<file path="src/rtl/core/assert_macros.svh">
// Assertion macros shared by the checksum core modules.
// Define NO_ASSERTIONS to compile them out.
`ifndef ASSERT_MACROS_SVH
`define ASSERT_MACROS_SVH

`ifndef NO_ASSERTIONS
`define AST_IMP(label, clk, rst_n, ante, cons, msg) \
    label: assert property (@(posedge clk) disable iff (!rst_n) (ante) |-> (cons)) \
        else $error(msg);
`define AST_NXT(label, clk, rst_n, ante, cons, msg) \
    label: assert property (@(posedge clk) disable iff (!rst_n) (ante) |=> (cons)) \
        else $error(msg);
`else
`define AST_IMP(label, clk, rst_n, ante, cons, msg)
`define AST_NXT(label, clk, rst_n, ante, cons, msg)
`endif

`endif

</file>
<file path="src/rtl/core/uic_pkg.sv">
// ----------------------------------------------------------------------------
// uic_pkg
// Shared types, codes and helpers for the UDP/IPv6 checksum core.
// ----------------------------------------------------------------------------
`default_nettype none

package uic_pkg;

    localparam logic [1:0] CMD_HEADER  = 2'd0;
    localparam logic [1:0] CMD_LENGTH  = 2'd1;
    localparam logic [1:0] CMD_PAYLOAD = 2'd2;

    localparam logic [15:0] UDP_PROTO = 16'h0011;
    localparam logic [15:0] WORD_ONES = 16'hFFFF;

    localparam int unsigned QUEUE_DEPTH = 2;

    // One classified item: the word to add and the end-of-packet mark.
    typedef struct packed {
        logic [15:0] addend;
        logic        last;
    } t_op;

    // End-around-carry fold of a sum of up to four 16-bit terms.
    function automatic logic [15:0] oc_fold(input logic [17:0] s);
        logic [16:0] t;
        t = {1'b0, s[15:0]} + {15'd0, s[17:16]};
        return t[15:0] + {15'd0, t[16]};
    endfunction

endpackage

`default_nettype wire

</file>
<file path="src/rtl/core/uic_front.sv">
// ----------------------------------------------------------------------------
// uic_front
// Takes input items, pairs payload bytes and reduces each item to one addend.
// ----------------------------------------------------------------------------
`default_nettype none

module uic_front (
    input  wire logic           i_clk,
    input  wire logic           i_rst_n,
    input  wire logic           i_valid,
    input  wire logic [1:0]     i_cmd,
    input  wire logic [15:0]    i_data,
    input  wire logic           i_last,
    input  wire logic           i_full,
    output logic                o_ready,
    output logic                o_push,
    output uic_pkg::t_op        o_op
);

    logic [7:0]  r_held_byte, n_held_byte;
    logic        r_pending, n_pending;
    logic [15:0] w_a, w_b, w_pad;
    logic [17:0] raw;

    assign o_ready = !i_full;
    assign o_push  = i_valid && o_ready;

    always_comb begin
        w_a         = '0;
        w_b         = '0;
        w_pad       = '0;
        n_held_byte = r_held_byte;
        n_pending   = r_pending;
        unique case (i_cmd)
            uic_pkg::CMD_HEADER: begin
                w_a = i_data;
            end
            uic_pkg::CMD_LENGTH: begin
                w_a = i_data;
                w_b = i_data;
            end
            uic_pkg::CMD_PAYLOAD: begin
                if (r_pending) begin
                    w_a         = {r_held_byte, i_data[7:0]};
                    n_held_byte = '0;
                    n_pending   = 1'b0;
                end else begin
                    n_held_byte = i_data[7:0];
                    n_pending   = 1'b1;
                end
            end
            default: begin
            end
        endcase
        // odd trailing byte is padded with a zero low byte
        if (i_last) begin
            if (n_pending) begin
                w_pad = {n_held_byte, 8'h00};
            end
            n_held_byte = '0;
            n_pending   = 1'b0;
        end
    end

    assign raw         = {2'b00, w_a} + {2'b00, w_b} + {2'b00, w_pad};
    assign o_op.addend = uic_pkg::oc_fold(raw);
    assign o_op.last   = i_last;

    always_ff @(posedge i_clk) begin
        if (!i_rst_n) begin
            r_held_byte <= '0;
            r_pending   <= 1'b0;
        end else if (o_push) begin
            r_held_byte <= n_held_byte;
            r_pending   <= n_pending;
        end
    end

endmodule

`default_nettype wire

</file>
<file path="src/rtl/core/uic_fifo.sv">
// ----------------------------------------------------------------------------
// uic_fifo
// Short queue of classified items between the front and the accumulator.
// ----------------------------------------------------------------------------
`default_nettype none

`include "assert_macros.svh"

module uic_fifo #(
    parameter int unsigned DEPTH = uic_pkg::QUEUE_DEPTH
) (
    input  wire logic           i_clk,
    input  wire logic           i_rst_n,
    input  wire logic           i_push,
    input  wire uic_pkg::t_op   i_op,
    input  wire logic           i_pop,
    output logic                o_full,
    output logic                o_head_valid,
    output uic_pkg::t_op        o_head
);

    localparam int unsigned PW = (DEPTH > 1) ? $clog2(DEPTH) : 1;
    localparam int unsigned CW = $clog2(DEPTH + 1);

    uic_pkg::t_op r_mem [DEPTH];
    logic [PW-1:0] r_wptr, r_rptr;
    logic [CW-1:0] r_count;

    assign o_full       = (r_count == CW'(DEPTH));
    assign o_head_valid = (r_count != '0);
    assign o_head       = r_mem[r_rptr];

    always_ff @(posedge i_clk) begin
        if (i_push) begin
            r_mem[r_wptr] <= i_op;
        end
    end

    always_ff @(posedge i_clk) begin
        if (!i_rst_n) begin
            r_wptr  <= '0;
            r_rptr  <= '0;
            r_count <= '0;
        end else begin
            if (i_push) begin
                r_wptr <= (r_wptr == PW'(DEPTH - 1)) ? '0 : r_wptr + PW'(1);
            end
            if (i_pop) begin
                r_rptr <= (r_rptr == PW'(DEPTH - 1)) ? '0 : r_rptr + PW'(1);
            end
            if (i_push && !i_pop) begin
                r_count <= r_count + CW'(1);
            end else if (i_pop && !i_push) begin
                r_count <= r_count - CW'(1);
            end
        end
    end

    `AST_IMP(a_no_overflow, i_clk, i_rst_n, i_push, !o_full || i_pop, "queue push while full")
    `AST_IMP(a_no_underflow, i_clk, i_rst_n, i_pop, o_head_valid, "queue pop while empty")

endmodule

`default_nettype wire

</file>
<file path="src/rtl/core/uic_back.sv">
// ----------------------------------------------------------------------------
// uic_back
// Accumulates addends with end-around carry and finishes the checksum.
// ----------------------------------------------------------------------------
`default_nettype none

`include "assert_macros.svh"

module uic_back (
    input  wire logic           i_clk,
    input  wire logic           i_rst_n,
    input  wire logic           i_head_valid,
    input  wire uic_pkg::t_op   i_head,
    output logic                o_pop,
    output logic                o_valid,
    input  wire logic           i_ready,
    output logic [15:0]         o_checksum
);

    logic [15:0] r_sum;
    logic        r_out_valid;
    logic [15:0] r_checksum;
    logic [15:0] proto;
    logic [17:0] raw;
    logic [15:0] folded;
    logic [15:0] cpl;

    // a finishing item waits only while an unread checksum blocks the output
    assign o_pop = i_head_valid && (!i_head.last || !r_out_valid || i_ready);

    assign proto  = i_head.last ? uic_pkg::UDP_PROTO : 16'h0000;
    assign raw    = {2'b00, r_sum} + {2'b00, i_head.addend} + {2'b00, proto};
    assign folded = uic_pkg::oc_fold(raw);
    assign cpl    = (~folded == 16'h0000) ? uic_pkg::WORD_ONES : ~folded;

    always_ff @(posedge i_clk) begin
        if (!i_rst_n) begin
            r_sum       <= '0;
            r_out_valid <= 1'b0;
        end else begin
            if (o_pop) begin
                r_sum <= i_head.last ? 16'h0000 : folded;
            end
            if (o_pop && i_head.last) begin
                r_out_valid <= 1'b1;
            end else if (i_ready) begin
                r_out_valid <= 1'b0;
            end
        end
    end

    always_ff @(posedge i_clk) begin
        if (o_pop && i_head.last) begin
            r_checksum <= cpl;
        end
    end

    assign o_valid    = r_out_valid;
    assign o_checksum = r_checksum;

    `AST_NXT(a_last_sets_out, i_clk, i_rst_n, o_pop && i_head.last, r_out_valid,
        "finished packet gave no checksum")
    `AST_IMP(a_out_from_last, i_clk, i_rst_n, $rose(r_out_valid),
        $past(o_pop) && $past(i_head.last), "checksum without finishing item")

endmodule

`default_nettype wire

</file>
<file path="src/rtl/core/udp_ipv6_checksum_core.sv">
// ----------------------------------------------------------------------------
// udp_ipv6_checksum_core
// UDP over IPv6 checksum: pseudo-header, header and payload items in, one
// checksum out per packet.
// ----------------------------------------------------------------------------
//  channel   direction  tdata           tuser          tlast
//  s (item)  in         [15:0] data_in  [1:0] command  last
//  m (sum)   out        [15:0] checksum  -              -
//
//  One item per clock while the queue has room; the front pairs bytes and
//  reduces each item to one addend, the back adds it into the running sum.
//  The checksum is registered: a last item is written into the queue when
//  taken, and the output register loads when that item leaves the queue.
//  Synchronous active-low reset clears byte pairing, running sum and queue.
//  Items keep flowing while a checksum waits; a finishing item stalls in the
//  queue only until the previous checksum is taken.
// ----------------------------------------------------------------------------
`default_nettype none

module udp_ipv6_checksum_core #(
    parameter int unsigned QUEUE_DEPTH = uic_pkg::QUEUE_DEPTH
) (
    input  wire logic           i_clk,
    input  wire logic           i_rst_n,
    input  wire logic           i_s_tvalid,
    output logic                o_s_tready,
    input  wire logic [15:0]    i_s_tdata,   // [15:0] data_in
    input  wire logic [1:0]     i_s_tuser,   // [1:0] command
    input  wire logic           i_s_tlast,
    output logic                o_m_tvalid,
    input  wire logic           i_m_tready,
    output logic [15:0]         o_m_tdata    // [15:0] checksum
);

    uic_pkg::t_op push_op;
    uic_pkg::t_op head_op;
    logic push, pop, full, head_valid;

    uic_front u_front (
        .i_clk   (i_clk),
        .i_rst_n (i_rst_n),
        .i_valid (i_s_tvalid),
        .i_cmd   (i_s_tuser),
        .i_data  (i_s_tdata),
        .i_last  (i_s_tlast),
        .i_full  (full),
        .o_ready (o_s_tready),
        .o_push  (push),
        .o_op    (push_op)
    );

    uic_fifo #(
        .DEPTH (QUEUE_DEPTH)
    ) u_fifo (
        .i_clk        (i_clk),
        .i_rst_n      (i_rst_n),
        .i_push       (push),
        .i_op         (push_op),
        .i_pop        (pop),
        .o_full       (full),
        .o_head_valid (head_valid),
        .o_head       (head_op)
    );

    uic_back u_back (
        .i_clk        (i_clk),
        .i_rst_n      (i_rst_n),
        .i_head_valid (head_valid),
        .i_head       (head_op),
        .o_pop        (pop),
        .o_valid      (o_m_tvalid),
        .i_ready      (i_m_tready),
        .o_checksum   (o_m_tdata)
    );

endmodule

`default_nettype wire

</file>
<file path="config.mk">
export PLATFORM = sky130hd
export DESIGN_NAME = udp_ipv6_checksum_core
export DESIGN_NICKNAME = d
export VERILOG_FILES = /design/src/rtl/core/uic_pkg.sv /design/src/rtl/core/uic_front.sv /design/src/rtl/core/uic_fifo.sv /design/src/rtl/core/uic_back.sv /design/src/rtl/core/udp_ipv6_checksum_core.sv
export VERILOG_INCLUDE_DIRS = /design/src /design/src/rtl/core
export SDC_FILE = /design/constraint.sdc
export NUM_CORES = 1
export LEC_CHECK = 0
export BUFFER_PORTS_ARGS = -buffer_cell sky130_fd_sc_hd__clkbuf_2
export CELL_PAD_IN_SITES_DETAIL_PLACEMENT = 1
export CELL_PAD_IN_SITES_GLOBAL_PLACEMENT = 2
export CORE_UTILIZATION = 42
export CTS_CLUSTER_SIZE = 20
export DETAILED_ROUTE_END_ITERATION = 6
export PLACE_DENSITY = 0.93
export SLEW_MARGIN = 20
export SYNTH_ARGS = -nofsm -noshare
export SYNTH_HDL_FRONTEND = slang
export SYNTH_SLANG_ARGS = --single-unit
export TNS_END_PERCENT = 1
</file>
<file path="constraint.sdc">
create_clock -name i_clk -period 28.3 [get_ports i_clk]
set_input_delay 5.66 -clock i_clk [delete_from_list [all_inputs] [get_ports i_clk]]
set_output_delay 5.66 -clock i_clk [all_outputs]
set_load 0.03 [all_outputs]
</file>
==> flow_summary.ini, run 1 <==
[die]
start_util = 0.4309
die_y_um = 129.9
die_w_um = 129.9
num_rows = 46
io_pins = 41
core_area_um2 = 15940
die-area_um2 = 16870

[cts]
cts_buffer_depth = 2
insertion_delay_ns = 0.35
htreeDepth = 3
cts-resized-gates = 0
cts_setup_buffers = 0
clk_pin_slew_ns = 0.06
clock_sinks = 81
hold_buffers = 0
cts_root_buf = clkbuf_16
cts_tree = done
numCtsBuffers = 9

[detailed_routing]
drt_iter0_markers = 197
drc = 0
routed_wl_um = 18050
drtPass1Iterations = 4
antenna_left = 0
met2_length_um = 9469
top_layer_used = met4
avgRoutedWirePerCell_um = 17.84
vias = 5658
avgViaCountPerCell = 5.591
wl_met1_um = 7715
wl_met3_um = 320

[placement]
place_congestion = 0.8992
dpl.hpwl_um = 14650
io_buffers = 40
dpl.cell_count = 996

[setup_path]
critPathLaunchType = primary input
arrival_ns = 14.47
rr_worst_depth = 28
rrSetupSlack_ns = 18.48
reg2reg_to = u_back.o_checksum[3]$_SDFFCE_PN1P_
critPathSlowestCell = nor2b_1
worstSetupEndpointType = flop
cp.required_ns = 28.38
crit_type = primary input to flop
max_stage_delay_ns = 0.69
crit_path_frequent_cell = o21ai_0
cp_max_fo = 19

[pwr]
p_leak_nw = 2.982
pwr-share-comb = 0.636
p_per_area_nw_per_um2 = 107.4
p_clk_frac = 0.135
p_sw_uw = 397.4
p_sw_frac = 0.4901
seqPwrFrac = 0.230
power_uw = 810.8
ir_drop_uv = 44.96
p_int_uw = 413.4

[worst_hold_path]
min-delay-path-class = flop to flop
min_from = u_back.r_sum[15]$_SDFFE_PN0P_
min_to = u_back.r_sum[15]$_SDFFE_PN0P_
whs_path_depth = 2

[timing]
relSlewSlack = 0.3852
setup_violations = 0
finalSetupTns_ns = 0
hold_viol_final = 0
rsz0062_at_grt = false
fmax_mhz = 69.47
fin_skew_ns = 0.01048
final_max_slew_viol_count = 0
timing.final.crit_period_ns = 14.39
worst_pin_slew_ns = 0.9160
post-route-period-util = 0.5086

[global_routing]
antenna_found_initial = 0
gr-total-overflow = 0
grt_max_degree = 33
grt_pass1_vias = 5904
grt_pass1_wl_um = 29260
track_usage = 0.2253

[layout]
fillerInstances = 1886
syn_to_final_growth_pct = 9.871
drive_gt1_frac = 0.1131
stdcell_count = 1012
nets = 871
num_antenna_cells = 0

[logic_synthesis]
synth_edf_count = 50
syn-cell-area_um2 = 6870
syn-num-nets = 837
ys_ff_latch = 81
synth_warnings = 0
synth_area_leader_cell = edfxtp_1
yosys.cell_types.count = 76
yosysSeqAreaShare = 0.3089
postSynth.asyncResetShare = 0
synth_area_leaders = edfxtp_1 (22%), ha_1 (9.5%), dfxtp_1 (9.0%), xnor2_1 (7.3%), xor2_1 (4.0%)
syn_inst = 757
avgSynthCellArea_um2 = 9.076
synth_ff_type = edfxtp_1
synth_top_cell_area_share = 0.2185

[flow_run]
cap_viol_max_count = 0

[run_status]
status = completed
==> state kept, by name, indices dropped and copies added (netlist names), named ones only <==
signal	flops
u_fifo.r_count	2
u_back.o_valid	1
u_fifo.r_rptr	1
u_front.r_held_byte	8
u_fifo.r_mem	34
u_back.r_sum	16
u_back.o_checksum	16
u_front.r_pending	1
u_fifo.r_wptr	1
==> synthesized netlist by cell type (8+ instances only) <==
cell	number
mux2_2	19
nand2b_1	14
dfxtp_1	31
nor2b_1	40
nor3_1	9
clkbuf_1	13
a22oi_1	33
nand3_1	25
o21ai_0	21
nor2_1	45
and3_1	8
and2_1	31
o22ai_1	9
a21o_1	12
a21oi_1	36
inv_1	42
xor2_1	31
ha_1	52
xnor2_1	57
nand2_1	63
edfxtp_1	50
==> layout by cell type, fill, tap and decap left out, types with 8 or more instances in the layout <==
master and n:
nand2_1 63, xnor2_1 57, ha_1 52, edfxtp_1 50
nor2_1 45, inv_1 42, nor2b_1 40, clkbuf_2 40
a21oi_1 36, a22oi_1 33, and2_1 31, xor2_1 31
dfxtp_1 31, nand3_1 25, o21ai_0 21, mux2_2 19
nand2b_1 14, a21o_1 12, nor3_1 9, o22ai_1 9
clkbuf_16 9, and3_1 8
==> stage by stage <==
step | worst slack, ns | utilization | instance area, um^2 | hold slack, ns
floorplan | 15.30 | - | 6870 | 0.4383
global placement | 14.17 | 0.4561 | 7271 | 0.4574
detailed placement | 13.57 | 0.4564 | 7277 | 0.4723
CTS | 13.91 | 0.4735 | 7548 | 0.4808
global route | 13.02 | 0.4735 | 7548 | 0.4960
finish | 13.91 | 0.4735 | 7548 | 0.4706
==> critical path, delay by kind of cell <==
family,cells,cell delay [ns]
AO/OA/AOI/OAI,14,2.72
AND/OR/NAND/NOR,15,3.78
XOR/XNOR,3,0.52
buffers and inverters,2,0.29
adder cells (fa/ha/maj),6,1.48
==> cell type report <==
class,count,area [um^2],share of cell area
inverter,42,157.7,0.02089
clock inverter,6,42.54,0.005636
multi-input combinational,614,4504,0.5967
tap,216,270.3,0.03580
sequential,81,2122,0.2811
clock buffer,10,229.0,0.03033
timing repair buffer,43,222.7,0.02950
==> power groups by stage <==
stage          logic (mW)  clock network (mW)  registers, mW
2_1_floorplan       0.371                   0          0.207
3_3_place_gp        0.491                   0          0.187
3_5_place_dp        0.510                   0          0.189
4_1_cts             0.515               0.112          0.187
5_1_grt             0.563               0.116          0.190
6_report            0.515               0.109          0.186
==> how the worst max path moves through the flow <==
stage,cells past startpoint,endpoint,slack [ns],startpoint
finish,40,u_fifo.r_mem[0][16]$_DFFE_PP_,13.91,i_s_tuser[1]
global route,40,u_fifo.r_mem[0][16]$_DFFE_PP_,13.02,i_s_tuser[1]
CTS,40,u_fifo.r_mem[0][16]$_DFFE_PP_,13.91,i_s_tuser[1]
detailed placement,40,u_fifo.r_mem[0][16]$_DFFE_PP_,13.57,i_s_tuser[1]
global placement,40,u_fifo.r_mem[0][16]$_DFFE_PP_,14.17,i_s_tuser[1]
floorplan,41,u_fifo.r_mem[0][16]$_DFFE_PP_,15.30,i_s_tuser[0]
==> kinds of logic (layout without fill, tap and decap cells) <==
family                   Yosys count  count (layout)  synth area share
AO/OA/AOI/OAI                    169             169            0.1727
XOR/XNOR                          90              90            0.1178
adder cells (fa/ha/maj)           57              57            0.1093
buffers and inverters             62             101           0.03642
flip-flops                        81              81            0.3089
multiplexers                      20              20           0.03260
AND/OR/NAND/NOR                  278             278            0.2224
==> routing by layer <==
layer / global-route usage / vias to the layer above
li1: - / 2798
met1: 0.2469 / 2753
met2: 0.4316 / 82
met3: 0.02911 / 25
met4: 0.09918 / 0
met5: 0 / -
No activity file was read; power rests on OpenSTA's default activity.
==> run 2, diff against run 1 <==
--- a/config.mk
+++ b/config.mk
@@ -6,13 +6,14 @@
 export SDC_FILE = /design/constraint.sdc
 export NUM_CORES = 1
 export LEC_CHECK = 0
+export ABC_AREA = 1
 export BUFFER_PORTS_ARGS = -buffer_cell sky130_fd_sc_hd__clkbuf_2
 export CELL_PAD_IN_SITES_DETAIL_PLACEMENT = 1
 export CELL_PAD_IN_SITES_GLOBAL_PLACEMENT = 2
-export CORE_UTILIZATION = 42
+export CORE_UTILIZATION = 36
 export CTS_CLUSTER_SIZE = 20
 export DETAILED_ROUTE_END_ITERATION = 6
-export PLACE_DENSITY = 0.93
+export PLACE_DENSITY = 0.89
 export SLEW_MARGIN = 20
 export SYNTH_ARGS = -nofsm -noshare
 export SYNTH_HDL_FRONTEND = slang
==> constraint.sdc (replaced) <==
create_clock -name i_clk -period 14.23 [get_ports i_clk]
set_input_delay 2.846 -clock i_clk [delete_from_list [all_inputs] [get_ports i_clk]]
set_output_delay 2.846 -clock i_clk [all_outputs]
set_load 0.03 [all_outputs]
==> flow_summary.ini, run 2 <==
[run_status]
status = completed

[global_routing]
grt_pass1_wl_um = 35070
track_usage = 0.2046
grt_pass1_vias = 7168
gr-total-overflow = 0
antenna_found_initial = 0
grt_max_degree = 28

[pwr]
p_sw_mw = 1.003
p_leak_nw = 4.053
pwr-share-comb = 0.659
p_sw_frac = 0.5398
p_clk_frac = 0.132
ir_drop_uv = 63.33
p_int_uw = 855.2
seqPwrFrac = 0.209
power_mw = 1.858
p_per_area_nw_per_um2 = 222.4

[die]
die_y_um = 146.8
num_rows = 52
die_w_um = 146.8
die-area_um2 = 21540
start_util = 0.3705
core_area_um2 = 20360
io_pins = 41

[cts]
hold_buffers = 0
cts_setup_buffers = 0
cts_tree = done
clock_sinks = 81
cts_buffer_depth = 2
cts-resized-gates = 0
insertion_delay_ns = 0.35
htreeDepth = 3
clk_pin_slew_ns = 0.07
numCtsBuffers = 9
cts_root_buf = clkbuf_16

[logic_synthesis]
syn-cell-area_um2 = 7546
synth.most_common_cell = nand2_1
synth_area_leader_cell = edfxtp_1
synth_warnings = 0
ys_ff_latch = 81
synth_edf_count = 50
synth_area_leaders = edfxtp_1 (20%), nand2_1 (14%), ha_1 (8.6%), dfxtp_1 (8.2%), inv_1 (8.1%)
synth_top_cell_area_share = 0.1990
syn_inst = 1093
postSynth.asyncResetShare = 0
syn-num-nets = 1173
synth_ff_type = edfxtp_1
yosysSeqAreaShare = 0.2812
avgSynthCellArea_um2 = 6.904
ys_top_cells_by_count = nand2_1 (277), inv_1 (163), nor2_1 (111), nand3_1 (66), a21oi_1 (64)
yosys.cell_types.count = 42

[setup_path]
cp.required_ns = 14.32
max_stage_delay_ns = 0.65
crit_type = primary input to flop
worstSetupEndpointType = flop
crit_path_frequent_cell = nor2_1
arrival_ns = 11.62
cp_max_fo = 18
critPathSlowestCell = nor2_1
critPathLaunchType = primary input

[layout]
nets = 1214
drive_gt1_frac = 0.1431
num_antenna_cells = 0
largest-register = u_fifo.r_mem
largest_reg_flops = 34
syn_to_final_growth_pct = 10.71
final_cell_mix = nand2_1 (277), inv_1 (163), nor2_1 (111), nand3_1 (66), a21oi_1 (64)
final_common_cell = nand2_1

[timing]
hold_viol_final = 0
hold_ws_ns = 0.4809
fmax_mhz = 86.68
relSlewSlack = 0.4356
setup_violations = 0
rsz0062_at_grt = false
fin_skew_ns = 0.01324
timing.final.crit_period_ns = 11.54
final_max_slew_viol_count = 0
worst_pin_slew_ns = 0.8435
finalSetupTns_ns = 0
post-route-period-util = 0.8108

[detailed_routing]
met2_length_um = 10980
avgViaCountPerCell = 4.916
antenna_left = 0
top_layer_used = met4
routed_wl_um = 20910
drt_iter0_markers = 226
vias = 6926
drtPass1Iterations = 5
drc = 0
wl_met3_um = 328
avgRoutedWirePerCell_um = 14.84
wl_met1_um = 9197

[placement]
place_congestion = 0.8321
io_buffers = 40
dpl.hpwl_um = 17400

[worst_hold_path]
min-delay-path-class = flop to flop

[flow_run]
cap_viol_max_count = 0
## run 2: cells by family (layout without fill, tap and decap cells)
logic type,count (synthesis),after routing,share of synthesized area
AND/OR/NAND/NOR,554,554,0.3338
AO/OA/AOI/OAI,137,137,0.1013
XOR/XNOR,51,51,0.05919
flip-flops,81,81,0.2812
buffers and inverters,196,242,0.09965
adder cells (fa/ha/maj),57,57,0.09949
multiplexers,17,17,0.02537
## run 2: worst max-delay path: cells and delay by family
family,cells,cell delay [ns]
AND/OR/NAND/NOR,28,4.73
AO/OA/AOI/OAI,9,1.67
adder cells (fa/ha/maj),6,1.44
buffers and inverters,6,0.52
XOR/XNOR,3,0.42
## run 2: area by class of cell
class / instances / area [um^2]
Sequential cell: 81 / 2122
Clock buffer: 10 / 239.0
Fill cell: 2677 / 12010
Timing Repair Buffer: 43 / 222.7
Clock inverter: 6 / 72.57
Multi-Input combinational cell: 816 / 4672
Tap cell: 270 / 337.8
Inverter: 183 / 688.2
## run 2: power groups by stage
stage	registers, mW	clock network, mW	logic (mW)
detailed placement	0.396	0	1.23
CTS	0.391	0.250	1.24
global placement	0.391	0	1.20
finish	0.389	0.246	1.22
floorplan	0.416	0	0.915
global route	0.396	0.258	1.38
## run 2: metrics by stage
stage                     cells    util  worst slack, ns  instance area [um^2]
after floorplan            1093       -            3.834                  7546
after global placement     1393  0.3949            2.799                  8043
after detailed placement   1393  0.3949            2.446                  8043
after CTS                  1409  0.4102            2.711                  8354
after global routing       1409  0.4102            1.512                  8354
final                      1409  0.4102            2.693                  8354
## run 2: worst paths after layout
kind                                  startpoint                       endpoint  slack (ns)  cells after the start
hold reg to reg       u_fifo.r_rptr$_SDFFE_PN0P_     u_fifo.r_rptr$_SDFFE_PN0P_        0.48                      1
setup reg to reg  u_front.r_pending$_SDFFE_PN0P_  u_fifo.r_mem[0][16]$_DFFE_PP_        5.56                     49
setup / recovery                    i_s_tuser[1]  u_fifo.r_mem[0][16]$_DFFE_PP_        2.69                     52
hold / removal        u_fifo.r_rptr$_SDFFE_PN0P_     u_fifo.r_rptr$_SDFFE_PN0P_        0.48                      1
## run 2: layer usage
layer | global-route usage | vias up
met1 | 0.2369 | 3241
met5 | 0 | -
met2 | 0.3855 | 54
met3 | 0.02422 | 19
li1 | - | 3612
met4 | 0.06927 | 0
==> run 3, diff against run 2 <==
--- a/config.mk
+++ b/config.mk
@@ -6,14 +6,14 @@
 export SDC_FILE = /design/constraint.sdc
 export NUM_CORES = 1
 export LEC_CHECK = 0
-export ABC_AREA = 1
+export ABC_AREA = 0
 export BUFFER_PORTS_ARGS = -buffer_cell sky130_fd_sc_hd__clkbuf_2
 export CELL_PAD_IN_SITES_DETAIL_PLACEMENT = 1
 export CELL_PAD_IN_SITES_GLOBAL_PLACEMENT = 2
 export CORE_UTILIZATION = 36
 export CTS_CLUSTER_SIZE = 20
 export DETAILED_ROUTE_END_ITERATION = 6
-export PLACE_DENSITY = 0.89
+export PLACE_DENSITY = 0.85
 export SLEW_MARGIN = 20
 export SYNTH_ARGS = -nofsm -noshare
 export SYNTH_HDL_FRONTEND = slang
==> constraint.sdc (replaced) <==
create_clock -name i_clk -period 9.9 [get_ports i_clk]
set_input_delay 1.98 -clock i_clk [delete_from_list [all_inputs] [get_ports i_clk]]
set_output_delay 1.98 -clock i_clk [all_outputs]
set_load 0.03 [all_outputs]
==> flow_summary.ini, run 3 (synthesis gave the netlist of run 1 again) <==
[run_status]
status = completed

[cts]
clock_sinks = 81
hold_buffers = 0
numCtsBuffers = 9
cts_buffer_depth = 2
htreeDepth = 3
clk_pin_slew_ns = 0.06
cts_tree = done
cts_root_buf = clkbuf_16
insertion_delay_ns = 0.36

[setup_path]
cp.required_ns = 9.99
crit_path_frequent_cell = a21oi_1
critPathLaunchType = primary input
worstSetupEndpointType = flop
cp_max_fo = 7
arrival_ns = 9.23
critPathSlowestCell = or3_1
rrSetupSlack_ns = 0.93
max_stage_delay_ns = 0.39
crit_type = primary input to flop

[layout]
final_cell_mix = nand2_1 (63), xnor2_1 (57), ha_1 (52), edfxtp_1 (50), nor2_1 (44)
final_common_cell = nand2_1
fillerInstances = 2198
seq_area_um2 = 2122
drive_gt1_frac = 0.1374
multi_input_area_um2 = 4547
largest-register = u_fifo.r_mem
num_antenna_cells = 0
largest_reg_flops = 34
syn_to_final_growth_pct = 13.20
final_area_um2 = 7777
nets = 883

[pwr]
p_per_area_nw_per_um2 = 310.2
ir_drop_uv = 131.8
p_leak_nw = 3.105

[detailed_routing]
avgViaCountPerCell = 5.422
vias = 5650
antenna_left = 0
avgRoutedWirePerCell_um = 17.03
drt_iter0_markers = 215
drc = 0
drtPass1Iterations = 4
routed_wl_um = 17750

[placement]
post_dp_cell_area_um2 = 7388
dpl.hpwl_um = 14220
place_congestion = 0.8818
io_buffers = 40

[timing]
fin_skew_ns = 0.006882
worst_pin_slew_ns = 1.096
final_max_slew_viol_count = 0
finalSetupTns_ns = 0
fmax_mhz = 109.4
timing.final.crit_period_ns = 9.137
hold_viol_final = 0
setup_violations = 0
post-route-period-util = 0.9229
relSlewSlack = 0.2659

[die]
die_w_um = 140.1
num_rows = 50
die-area_um2 = 19640
die_y_um = 140.1
start_util = 0.3673
core_area_um2 = 18710
io_pins = 41

[global_routing]
track_usage = 0.1908
grt_pass1_wl_um = 29390
grt_max_degree = 33
grt_pass1_vias = 5936
antenna_found_initial = 0
gr-total-overflow = 0

[flow_run]
cap_viol_max_count = 0

[worst_hold_path]
min-delay-path-class = flop to flop
-- run 3: cell type report --
type,instances,share of cell area
multi-input combinational,614,0.5846
clock inverter,6,0.01496
inverter,42,0.02027
tap,234,0.03764
clock buffer,10,0.02944
timing repair buffer,55,0.04022
sequential,81,0.2728
-- run 3: final timing paths --
check | depth (start not counted) | start | to
worst max-delay path | 40 | i_s_tuser[0] | u_fifo.r_mem[1][16]$_DFFE_PP_
worst min-delay path | 2 | u_back.r_sum[15]$_SDFFE_PN0P_ | u_back.r_sum[15]$_SDFFE_PN0P_
worst max register to register | 31 | flop | u_back.o_checksum[4]$_SDFFCE_PN1P_
worst min register to register | 2 | u_back.r_sum[15]$_SDFFE_PN0P_ | u_back.r_sum[15]$_SDFFE_PN0P_
-- run 3: metrics by stage --
step	instances	power [mW]	setup slack, ns	utilization	hold WS, ns
final	1042	2.413	0.7633	0.4158	0.4856
after global placement	1026	1.983	0.1315	0.3948	0.4673
after CTS	1042	2.427	0.1044	0.4134	0.4941
after global routing	1042	2.596	-0.008933	0.4158	0.5263
after floorplan	757	1.653	0.5828	-	0.4383
after detailed placement	1026	2.014	-0.2495	0.3950	0.4843
-- run 3: critical path, delay by kind of cell --
family          cells  cell delay [ns]
buf+inv             3             0.29
simple gates       14             2.59
xor+xnor            3             0.52
fa+ha+maj           5             1.14
compound gates     15             2.65
-- run 3: timing repair --
item / in CTS / in global routing
buffers inserted: 0 / 0
gates resized for setup: 0 / 12
endpoints found under the setup margin: 0 / 12
-- run 3: metal layers --
| metal | part of all wire | global-route usage | vias to the layer above |
|---|---|---|---|
| met1 | 0.45 | 0.2262 | 2734 |
| met2 | 0.50 | 0.3471 | 69 |
| li1 | - | - | 2826 |
| met5 | 0 | 0 | - |
| met4 | 0.026 | 0.08676 | 0 |
| met3 | 0.021 | 0.01846 | 21 |
-- run 3: report_power, final --
| group | switching, mW | internal [mW] |
|---|---|---|
| registers | 0.0351 | 0.489 |
| logic | 0.953 | 0.537 |
| clock network | 0.151 | 0.248 |
| total | 1.14 | 1.27 |
